`src/sbii_pkg.sv`:
```
// Shared types, sizes and helpers for the sorted block interval index.
// Used by sbii_front, sbii_back and sorted_block_interval_index.
package sbii_pkg;

  localparam int MAX_BLOCKS  = 64;
  localparam int MAX_CONTIGS = 256;
  localparam int POS_BITS    = 32;
  localparam int RESULT_CAP  = 64;

  localparam int CONTIG_W    = 8;
  localparam int OUT_IDX_W   = 6;
  localparam int IDX_W       = $clog2(MAX_BLOCKS);
  localparam int CNT_W       = IDX_W + 1;
  localparam int NCAP_W      = $clog2(RESULT_CAP + 1);
  // contig ids are 8 bits wide, so no more than 256 range slots are ever addressed
  localparam int RANGE_DEPTH = (MAX_CONTIGS < 256) ? MAX_CONTIGS : 256;
  localparam int SLOT_W      = $clog2(RANGE_DEPTH);
  localparam int RECIP       = (65536 + MAX_CONTIGS - 1) / MAX_CONTIGS;

  localparam int QDEPTH      = 2;
  localparam int QPTR_W      = $clog2(QDEPTH);

  localparam logic REQ_LOAD  = 1'b0;
  localparam logic REQ_QUERY = 1'b1;

  typedef logic [CONTIG_W-1:0] contig_t;
  typedef logic [SLOT_W-1:0]   slot_t;
  typedef logic [IDX_W-1:0]    idx_t;
  typedef logic [CNT_W-1:0]    cnt_t;
  typedef logic [NCAP_W-1:0]   ncap_t;
  typedef logic [POS_BITS-1:0] pos_t;

  typedef struct packed {
    logic    is_query;
    contig_t contig;
    slot_t   slot;
    pos_t    lo;
    pos_t    hi;
  } cmd_t;

  typedef struct packed {
    logic valid;
    cmd_t cmd;
  } queue_head_t;

  // contig id folded onto the range table; for fewer than 256 slots the
  // quotient comes from a ceiling reciprocal, exact for 8-bit ids
  function automatic slot_t fold_slot(contig_t c);
    logic [24:0] prod;
    logic [8:0]  q;
    logic [16:0] qm;
    logic [16:0] rem;
    prod = 25'(c) * 25'(RECIP);
    q    = prod[24:16];
    qm   = 17'(q) * 17'(MAX_CONTIGS);
    rem  = 17'(c) - qm;
    if (MAX_CONTIGS >= 256) begin
      return slot_t'(c);
    end
    return slot_t'(rem);
  endfunction

endpackage

```
`src/sbii_front.sv`:
```
// Front end: takes request words, classifies them and queues them.
// Depends on sbii_pkg.
module sbii_front (
  input  logic                     clk,
  input  logic                     rst,
  input  logic                     start,
  output logic                     busy,
  input  logic                     req_type,
  input  sbii_pkg::contig_t        contig_id,
  input  logic [31:0]              span_low,
  input  logic [31:0]              span_high,
  output sbii_pkg::queue_head_t    head,
  input  logic                     pop
);

  sbii_pkg::cmd_t fifo [sbii_pkg::QDEPTH];
  logic [sbii_pkg::QPTR_W-1:0] wr_ptr, wr_ptr_next;
  logic [sbii_pkg::QPTR_W-1:0] rd_ptr, rd_ptr_next;
  logic [sbii_pkg::QPTR_W:0]   count, count_next;
  logic                        push;
  sbii_pkg::cmd_t              cmd_in;

  assign busy = (count == (sbii_pkg::QPTR_W+1)'(sbii_pkg::QDEPTH));
  assign push = start && !busy;

  always_comb begin
    cmd_in.is_query = (req_type == sbii_pkg::REQ_QUERY);
    cmd_in.contig   = contig_id;
    cmd_in.slot     = sbii_pkg::fold_slot(contig_id);
    cmd_in.lo       = sbii_pkg::pos_t'(span_low);
    cmd_in.hi       = sbii_pkg::pos_t'(span_high);
  end

  always_comb begin
    wr_ptr_next = wr_ptr;
    rd_ptr_next = rd_ptr;
    count_next  = count;
    if (push) begin
      wr_ptr_next = wr_ptr + 1'b1;
    end
    if (pop) begin
      rd_ptr_next = rd_ptr + 1'b1;
    end
    if (push && !pop) begin
      count_next = count + 1'b1;
    end else if (pop && !push) begin
      count_next = count - 1'b1;
    end
  end

  always_ff @(posedge clk) begin
    if (rst) begin
      wr_ptr <= '0;
      rd_ptr <= '0;
      count  <= '0;
    end else begin
      wr_ptr <= wr_ptr_next;
      rd_ptr <= rd_ptr_next;
      count  <= count_next;
    end
  end

  always_ff @(posedge clk) begin
    if (push) begin
      fifo[wr_ptr] <= cmd_in;
    end
  end

  assign head.valid = (count != '0);
  assign head.cmd   = fifo[rd_ptr];

endmodule

```
`config.mk`:
```
export PLATFORM = sky130hd
export DESIGN_NAME = sbii_front
export DESIGN_NICKNAME = d
export VERILOG_FILES = /design/src/sbii_pkg.sv /design/src/sbii_front.sv
export SDC_FILE = /design/constraint.sdc
export NUM_CORES = 1
export LEC_CHECK = 0
export ABC_AREA = 1
export BUFFER_PORTS_ARGS = -buffer_cell sky130_fd_sc_hd__buf_2
export CAP_MARGIN = 20
export CORE_ASPECT_RATIO = 1.2
export CORE_MARGIN = 4
export CORE_UTILIZATION = 25
export DETAILED_ROUTE_END_ITERATION = 6
export PLACE_DENSITY = 0.48
export REMOVE_ABC_BUFFERS = 1
export SLEW_MARGIN = 10
export SYNTH_ARGS = -nofsm -noshare
export SYNTH_HDL_FRONTEND = slang
export SYNTH_SLANG_ARGS = --single-unit
```
`constraint.sdc`:
```
create_clock -name clk -period 4 [get_ports clk]
set_clock_uncertainty 0.05 [all_clocks]
set_input_delay 0.6 -clock clk [delete_from_list [all_inputs] [get_ports clk]]
set_output_delay 0.6 -clock clk [all_outputs]
set_load 0.01 [all_outputs]
```
# ---- Word level (Yosys, flattened, before mapping)
# Memory sizes are Yosys's and may differ from the RTL's. A register that Yosys moved wholly into a read port is not among the register bits.
# Index checks and enable logic that the tools add are counted.
dict set report op_classes {
  order_cmp 0
  n_eq_ne 1
  addsub 4
  multipliers 0
  bitwise_logic 0
  div_mod_pow 0
  shift 0
  mux 6
  n_reduce_logical 8
}
# op n
set ops {}
lappend ops {{2-to-1 mux 1 bit} 4}
lappend ops {{2-to-1 mux 2 bit} 2}
lappend ops {{nonzero test 2 bit} 2}
lappend ops {{logical AND 1 bit} 3}
lappend ops {{logical NOT 1 bit} 3}
lappend ops {{adder 1 bit (second input constant)} 2}
lappend ops {{adder 2 x 1 -> 2 bit (second input constant)} 1}
lappend ops {{equality test 2 bit (second input constant)} 1}
lappend ops {{subtractor 2 x 1 -> 2 bit (second input constant)} 1}
dict set report totals {
  ram_bits 162
  latchBits 0
  word_cells 23
  in_bits 77
  out_inout_bits 83
  romBits 0
  regBits 4
  memories 1
}
# memory words width rd rd_ports_with_merged_regs write_ports line
set mem_list {}
lappend mem_list {fifo 2 81 1 1 1 sbii_front.sv:16} ;# sbii_pkg::cmd_t fifo [sbii_pkg::QDEPTH];

# ---- Longest topological paths before layout
# Gate-level depths: netlist (run 1).
dict set report logic_depth {
  ltp_word 7
  depth_mapped 10
  ltp_nobuf 10
}

# ---- Least setup slack after synthesis (run 1)
# Ideal clock, no wire load.
dict set report synth_path {
  path_kind {input port to flip-flop}
  startpoint {input port start}
  endpoint {memory fifo[0][0] (netlist bit) (enable)}
  required_ns 3.446
  setup_ns 0.504
  t_arrival_ns 3.713
  n_path_buf 0
  cell_stages 2
  setup_slack_ns -0.268
  path_cell_list {o21ai_2 > nor2_1}
}
dict set report synth_between {
  elab_chain_cells 3
}
# element line
set synth_rtl {}
lappend synth_rtl {{from (decl)} sbii_front.sv:6} ;# input logic start,
lappend synth_rtl {{logical AND 1 bit} sbii_front.sv:24} ;# assign push = start && !busy;
lappend synth_rtl {{2-to-1 mux 1 bit} sbii_front.sv:64} ;# if (push) begin
lappend synth_rtl {{2-to-1 mux 1 bit (not written as such)} sbii_front.sv:65} ;# fifo[wr_ptr] <= cmd_in;
lappend synth_rtl {{to (decl)} sbii_front.sv:16}
# Every way passes these cells.

==> results of run 1 <==
==> cell usage in the layout, fill, tap and decap left out <==
cell type	instances
nand3_1	1
buf_12	3
clkinv_1	1
inv_8	2
mux2_2	3
dfxtp_1	4
edfxtp_1	146
clkinv_4	3
clkinv_2	1
o21ai_2	1
nor2_1	6
clkinvlp_4	2
clkbuf_1	1
ha_1	1
nand2_1	5
clkbuf_16	17
buf_2	159
xnor2_1	1
nor2_4	2
mux2_4	70
o21ai_0	2
dfxtp_4	1
inv_1	9
nand4_1	1
a21oi_1	1
inv_6	5
==> final cells by class <==
| type | count | area (um^2) | share of cell area |
|---|---|---|---|
| multi-input cells | 94 | 1205 | 0.1602 |
| well taps | 315 | 394.1 | 0.05240 |
| repair buffers | 162 | 855.8 | 0.1138 |
| flip-flops and latches | 151 | 4488 | 0.5966 |
| inverters | 9 | 33.78 | 0.004491 |
| clock inverters | 14 | 116.4 | 0.01547 |
| clock buffers | 18 | 429.2 | 0.05705 |
==> routing by layer <==
metal | up-vias | track usage | part of all wire | wire length, um
met2 | 88 | 0.1562 | 0.53 | 6255
met4 | 2 | 0.03581 | 0.011 | 129
li1 | 1361 | - | - | -
met5 | - | 0 | 0.0011 | 13
met1 | 1460 | 0.1014 | 0.39 | 4676
met3 | 9 | 0.03363 | 0.069 | 815
==> state kept, by name, summed over array words and instances, names as in the netlist, named ones only <==
name    cells
fifo      146
rd_ptr      1
wr_ptr      1
count       2
==> through the flow <==
stage	TNS (ps)	std cells
2_1_floorplan	-39080	254
3_3_place_gp	0	731
3_5_place_dp	0	731
4_1_cts	0	763
5_1_grt	0	763
6_report	0	763
==> final timing paths <==
| kind | startpoint | end | cells past startpoint |
|---|---|---|---|
| max | flip-flop | head[71] | 3 |
| min | rst | flip-flop | 2 |
| max reg2reg | count[1]$_SDFFE_PP0P_ | fifo[1][48]$_DFFE_PP_ | 4 |
| min reg2reg | rd_ptr$_SDFFE_PP0P_ | flip-flop | 2 |
==> power groups by stage <==
stage          Clock [mW]  Combinational [mW]  Sequential (mW)
6_report             1.48               0.535             1.94
5_1_grt              1.60               0.583             1.95
4_1_cts              1.53               0.555             1.94
3_5_place_dp            0               0.553             1.97
3_3_place_gp            0               0.544             1.97
2_1_floorplan           0               0.325             1.99
==> cell families (layout without fill, tap and decap cells) <==
| group | Yosys count | after routing | synth area share |
|---|---|---|---|
| flip-flops | 151 | 151 | 0.7576 |
| AND/OR/NAND/NOR | 15 | 15 | 0.01015 |
| XOR/XNOR | 1 | 1 | 0.001480 |
| AO/OA/AOI/OAI | 4 | 4 | 0.004016 |
| buffers and inverters | 25 | 203 | 0.04143 |
| adder cells (fa/ha/maj) | 1 | 1 | 0.002113 |
| multiplexers | 73 | 73 | 0.1833 |
==> key figures, run 1 <==
Run status
  • Status: finished, final reports clean

Placement
  • Placement Setup Slack: 1596 ps
  • Dpl cell area: 6977 um^2
  • Placer Congestion: 0.6616
  • Port Buf Inserts: 159
  • HPWL after detailed placement: 8.045 mm

GRT
  • All-Layer GR Usage: 0.09062
  • Vias in the first global route: 3312
  • Pin count of the biggest net entering global routing: 47
  • Gr ovfl total: 0
  • Number of antenna violations at the first check in global routing: 1
  • Global-route wire length before repair: 17.87 mm

Clock network
  • TritonCTS Buffers: 17
  • Max H-tree Level: 4
  • Root buffer cell: clkbuf_16
  • Clock buffer depth: 2
  • CTS sink count: 151
  • # resized after CTS: 0
  • Clock slew at reported path FFs: 60 ps
  • Post-CTS Setup Repair Bufs: 0
  • CTS tree: yes
  • Worst-Skew Late Latency: 410 ps
  • Number of hold buffers added after CTS: 0

Synth
  • Sequential-to-total area share from yosys stat: 0.7576
  • Area leader, netlist: edfxtp_1
  • Synth top area cells: edfxtp_1 (74%), mux2_4 (18%), buf_12 (2.4%)
  • Syn Area/Cell: 21.92 um^2
  • Mapped cell area: 5919 um^2
  • Yosys reg bits: 151
  • Syn Inst Count: 270
  • Most frequent cell after synthesis: edfxtp_1
  • Most frequent cells after synthesis: edfxtp_1 (146), mux2_4 (70), inv_1 (9)
  • Synth warnings: 0
  • Async set-reset flop share out of synthesis: 0
  • Top FF cell, synth: edfxtp_1
  • Top cell type's share of synthesized area: 0.7406
  • Synth cell types: 17
  • EDFF count, synth: 146

Run
  • Max Cap Viol: 0

STA
  • Final hold vios: 0
  • Worst Hold Slack: 318.3 ps
  • Max Slew Vio Count: 0
  • Final worst path period need: 2749 ps
  • Worst Setup Slack, final: 1251 ps
  • Worst slew margin: 0.3641
  • Final setup fails: 0
  • RSZ-0062 raised after global routing: no
  • Tcrit/Tclk final: 0.6872
  • Worst-Margin Slew: 951.6 ps
  • Fmax: 363.8 MHz

Pwr
  • Psw: 0.9833 mW
  • LEAKAGE: 2.946 nW
  • VDD IR-drop max: 0.2807 mV
  • Clock share of power: 0.374
  • Net Sw Frac: 0.2491
  • Power Total: 3.947 mW
  • Internal: 2.964 mW
  • Comb power frac: 0.135
  • Share of power burned in registers: 0.490
  • Pwr Density: 524.8 nW/um^2

Cells and area
  • Share of layout cells above drive strength 1: 0.6004
  • Fin nets: 513
  • Final instance area: 7522 um^2
  • Area grow syn2layout: 27.08%
  • Fillers: 2298
  • Inserted Diodes: 0
  • Util after Layout: 0.3231

Route
  • Final ANT Viol Nets: 0
  • Vias/cell: 3.827
  • Final Routed Wirelength: 11.89 mm
  • Drc violations: 0
  • Wire length per cell: 15.58 um
  • Vias: 2920
  • Drt initial violations: 93
  • Drt pass-1 iters: 4

Setup path
  • Slowest stage cell, crit path: dfxtp_4
  • Delay-heaviest family, CP: flip-flops
  • CP max FO: 39
  • Worst path arrival time: 2100 ps
  • Crit path cell chain: buf_12 > mux2_4 > buf_2
  • CP max stage delay: 800 ps
  • Crit path required time: 3350 ps
  • Reg2reg setup slack: 1890 ps
  • Critical path type: flip-flop to primary output
  • CP Launch Type: flip-flop
  • Buf/Inv on CP: 2
  • CP endpoint kind: primary output

Floorplan
  • Die X: 148.5 um
  • Starting density of the core: 0.2543
  • Die area: 26210 um^2
  • Core Region: 23280 um^2
  • Row count: 61
  • Ports: 160
  • DIE HEIGHT: 176.6 um

Worst hold path
  • Hold crit path type: input port to flip-flop
(Power assumes the default switching activity.)
==> inputs of run 2 (changes only) <==
--- a/config.mk
+++ b/config.mk
@@ -12,7 +12,7 @@
 export CORE_MARGIN = 4
 export CORE_UTILIZATION = 25
 export DETAILED_ROUTE_END_ITERATION = 6
-export PLACE_DENSITY = 0.48
+export PLACE_DENSITY = 0.46
 export REMOVE_ABC_BUFFERS = 1
 export SLEW_MARGIN = 10
 export SYNTH_ARGS = -nofsm -noshare
==> constraint.sdc (replaced) <==
create_clock -name clk -period 2.6 [get_ports clk]
set_clock_uncertainty 0.05 [all_clocks]
set_input_delay 0.39 -clock clk [delete_from_list [all_inputs] [get_ports clk]]
set_output_delay 0.39 -clock clk [all_outputs]
set_load 0.01 [all_outputs]
==> key figures, run 2 (synthesis results as in run 1) <==
Clock network
  • Post-CTS Setup Repair Bufs: 0 (unchanged)
  • Number of hold buffers added after CTS: 0 (unchanged)
  • Root buffer cell: clkbuf_16 (unchanged)
  • CTS tree: yes (unchanged)
  • CTS sink count: 151 (unchanged)
  • TritonCTS Buffers: 17 (unchanged)
  • Worst-Skew Late Latency: 400 ps (was 410 ps)
  • Max H-tree Level: 4 (unchanged)
  • Clock buffer depth: 2 (unchanged)
  • Clock slew at reported path FFs: 60 ps (about the same)
  • # resized after CTS: 0 (unchanged)

Setup path
  • FF-to-FF path depth: 4 (unchanged)
  • CP max FO: 25 (was 39)
  • Crit path required time: 2160 ps (was 3350 ps)
  • FF-to-FF Start: count[1]$_SDFFE_PP0P_ (unchanged)
  • CP endpoint: head[48] (was head[71])
  • CP Launch Type: flip-flop (unchanged)
  • Critical path type: flip-flop to primary output (unchanged)
  • Worst path arrival time: 1680 ps (was 2100 ps)
  • CP endpoint kind: primary output (unchanged)
  • Reg2reg setup slack: 960 ps (was 1890 ps)
  • Worst R2R End: fifo[1][14]$_DFFE_PP_ (was fifo[1][48]$_DFFE_PP_)

Cells and area
  • Largest regs: fifo (146), count (2) (unchanged)
  • Top reg by flops: fifo (unchanged)
  • Fin nets: 516 (was 513)
  • Most frequent cells in the layout: buf_2 (159), edfxtp_1 (146), mux2_4 (70), clkbuf_16 (17), inv_1 (9) (unchanged)
  • Fin cells: 765 (was 763)
  • Area grow syn2layout: 27.10% (was 27.08%)
  • Share of layout cells above drive strength 1: 0.6022 (was 0.6004)
  • Commonest non-fill, non-tap cell in the layout: buf_2 (unchanged)
  • Inserted Diodes: 0 (unchanged)
  • Fillers: 2289 (was 2298)
  • Largest register FFs: 146 (unchanged)

GRT
  • All-Layer GR Usage: 0.09072 (was 0.09062)
  • Pin count of the biggest net entering global routing: 49 (was 47)
  • Gr ovfl total: 0 (unchanged)
  • Global-route wire length before repair: 17.98 mm (was 17.87 mm)
  • Number of antenna violations at the first check in global routing: 2 (was 1)
  • Vias in the first global route: 3260 (was 3312)

STA
  • Max Slew Vio Count: 0 (unchanged)
  • Setup tns final: 0 ps (unchanged)
  • RSZ-0062 raised after global routing: no (unchanged)
  • Worst slew margin: 0.5659 (was 0.3641)
  • Worst-Margin Slew: 651.1 ps (was 951.6 ps)
  • Tcrit/Tclk final: 0.8155
  • Final setup fails: 0 (unchanged)
  • Final worst path period need: 2120 ps
  • Fmax: 471.6 MHz
  • Final hold vios: 0 (unchanged)

Placement
  • Placed Cells: 734 (was 731)
  • Placer Congestion: 0.6482 (was 0.6616)
  • Port Buf Inserts: 159 (unchanged)
  • HPWL after detailed placement: 7.762 mm (was 8.045 mm)

Route
  • Drt pass-1 iters: 3 (was 4)
  • Final Routed Wirelength: 11.70 mm (was 11.89 mm)
  • Wire length per cell: 15.30 um (was 15.58 um)
  • Drt initial violations: 58 (was 93)
  • Drc violations: 0 (unchanged)
  • Vias: 2935 (was 2920)
  • Final ANT Viol Nets: 0 (unchanged)
  • Vias/cell: 3.837 (was 3.827)

Pwr
  • Pwr Density: 805.3 nW/um^2 (was 524.8 nW/um^2)
  • Power Total: 6.059 mW (was 3.947 mW)
  • LEAKAGE: 2.954 nW (was 2.946 nW)
  • VDD IR-drop max: 0.4095 mV (was 0.2807 mV)

Floorplan
  • Die area: 26210 um^2 (unchanged)
  • Core Region: 23280 um^2 (unchanged)
  • Starting density of the core: 0.2543 (unchanged)
  • Ports: 160 (unchanged)
  • DIE HEIGHT: 176.6 um (unchanged)
  • Row count: 61 (unchanged)
  • Die X: 148.5 um (unchanged)

Run
  • Max Cap Viol: 0 (unchanged)

Worst hold path
  • Hold crit path type: input port to flip-flop (unchanged)

Run status
  • Status: finished, final reports clean (unchanged)
[run 2: cell count changes in the layout (fill, tap and decap cells not counted)]
| cell | delta |
|---|---|
| buf_4 | +4 |
| clkinv_2 | +4 |
| inv_6 | -3 |
| clkinv_4 | -2 |
| inv_8 | -2 |
| buf_12 | -1 |
| bufinv_16 | +1 |
| clkinvlp_4 | +1 |
[run 2: metrics by stage]
step                      area [um^2]    util  hold WS, ps  setup slack (ps)
after floorplan                  5708       -        412.4             -1478
after global placement           6987  0.3001        452.7             893.1
after detailed placement         6987  0.3001        467.0             870.6
after CTS                        7523  0.3232        88.15             420.0
after global routing             7523  0.3232        86.56             379.2
final                            7523  0.3232        119.9             479.6
[run 2: critical path, stage by stage, from the launching register on]
cell	delay (ps)
dfxtp_4	360
buf_4	400
mux2_2	380
buf_2	140
[run 2: area by class of cell]
| class | instances | area, um^2 | share of cell area |
|---|---|---|---|
| multi-input cells | 94 | 1205 | 0.1602 |
| well taps | 315 | 394.1 | 0.05239 |
| inverters | 9 | 33.78 | 0.004490 |
| clock inverters | 13 | 107.6 | 0.01430 |
| clock buffers | 18 | 429.2 | 0.05704 |
| flip-flops and latches | 151 | 4488 | 0.5965 |
| repair buffers | 165 | 865.8 | 0.1151 |
[run 2: how the worst min path moves through the flow]
stage	startpoint	slack, ps	cells past startpoint	endpoint
after floorplan	rst	410	1	flip-flop
after global placement	rd_ptr$_SDFFE_PP0P_	450	2	rd_ptr$_SDFFE_PP0P_
after detailed placement	rd_ptr$_SDFFE_PP0P_	470	2	rd_ptr$_SDFFE_PP0P_
after CTS	span_high[16]	90	1	fifo[0][16]$_DFFE_PP_
after global routing	span_high[17]	90	1	fifo[1][17]$_DFFE_PP_
final	span_high[16]	120	1	fifo[0][16]$_DFFE_PP_
[run 2: routing by layer]
layer	wire length, um	track usage	vias up
met5	26	0	-
met4	138	0.03235	4
met3	838	0.03902	13
met2	6240	0.1621	82
met1	4458	0.09463	1467
li1	-	-	1369
[run 2: power breakdown]
group	switching (mW)	internal, mW	leakage (nW)	total (mW)
sequential	0.0489	2.90	1.40	2.95
clock	0.956	1.31	0.260	2.26
combinational	0.434	0.414	1.29	0.848
total	1.44	4.62	2.95	6.06
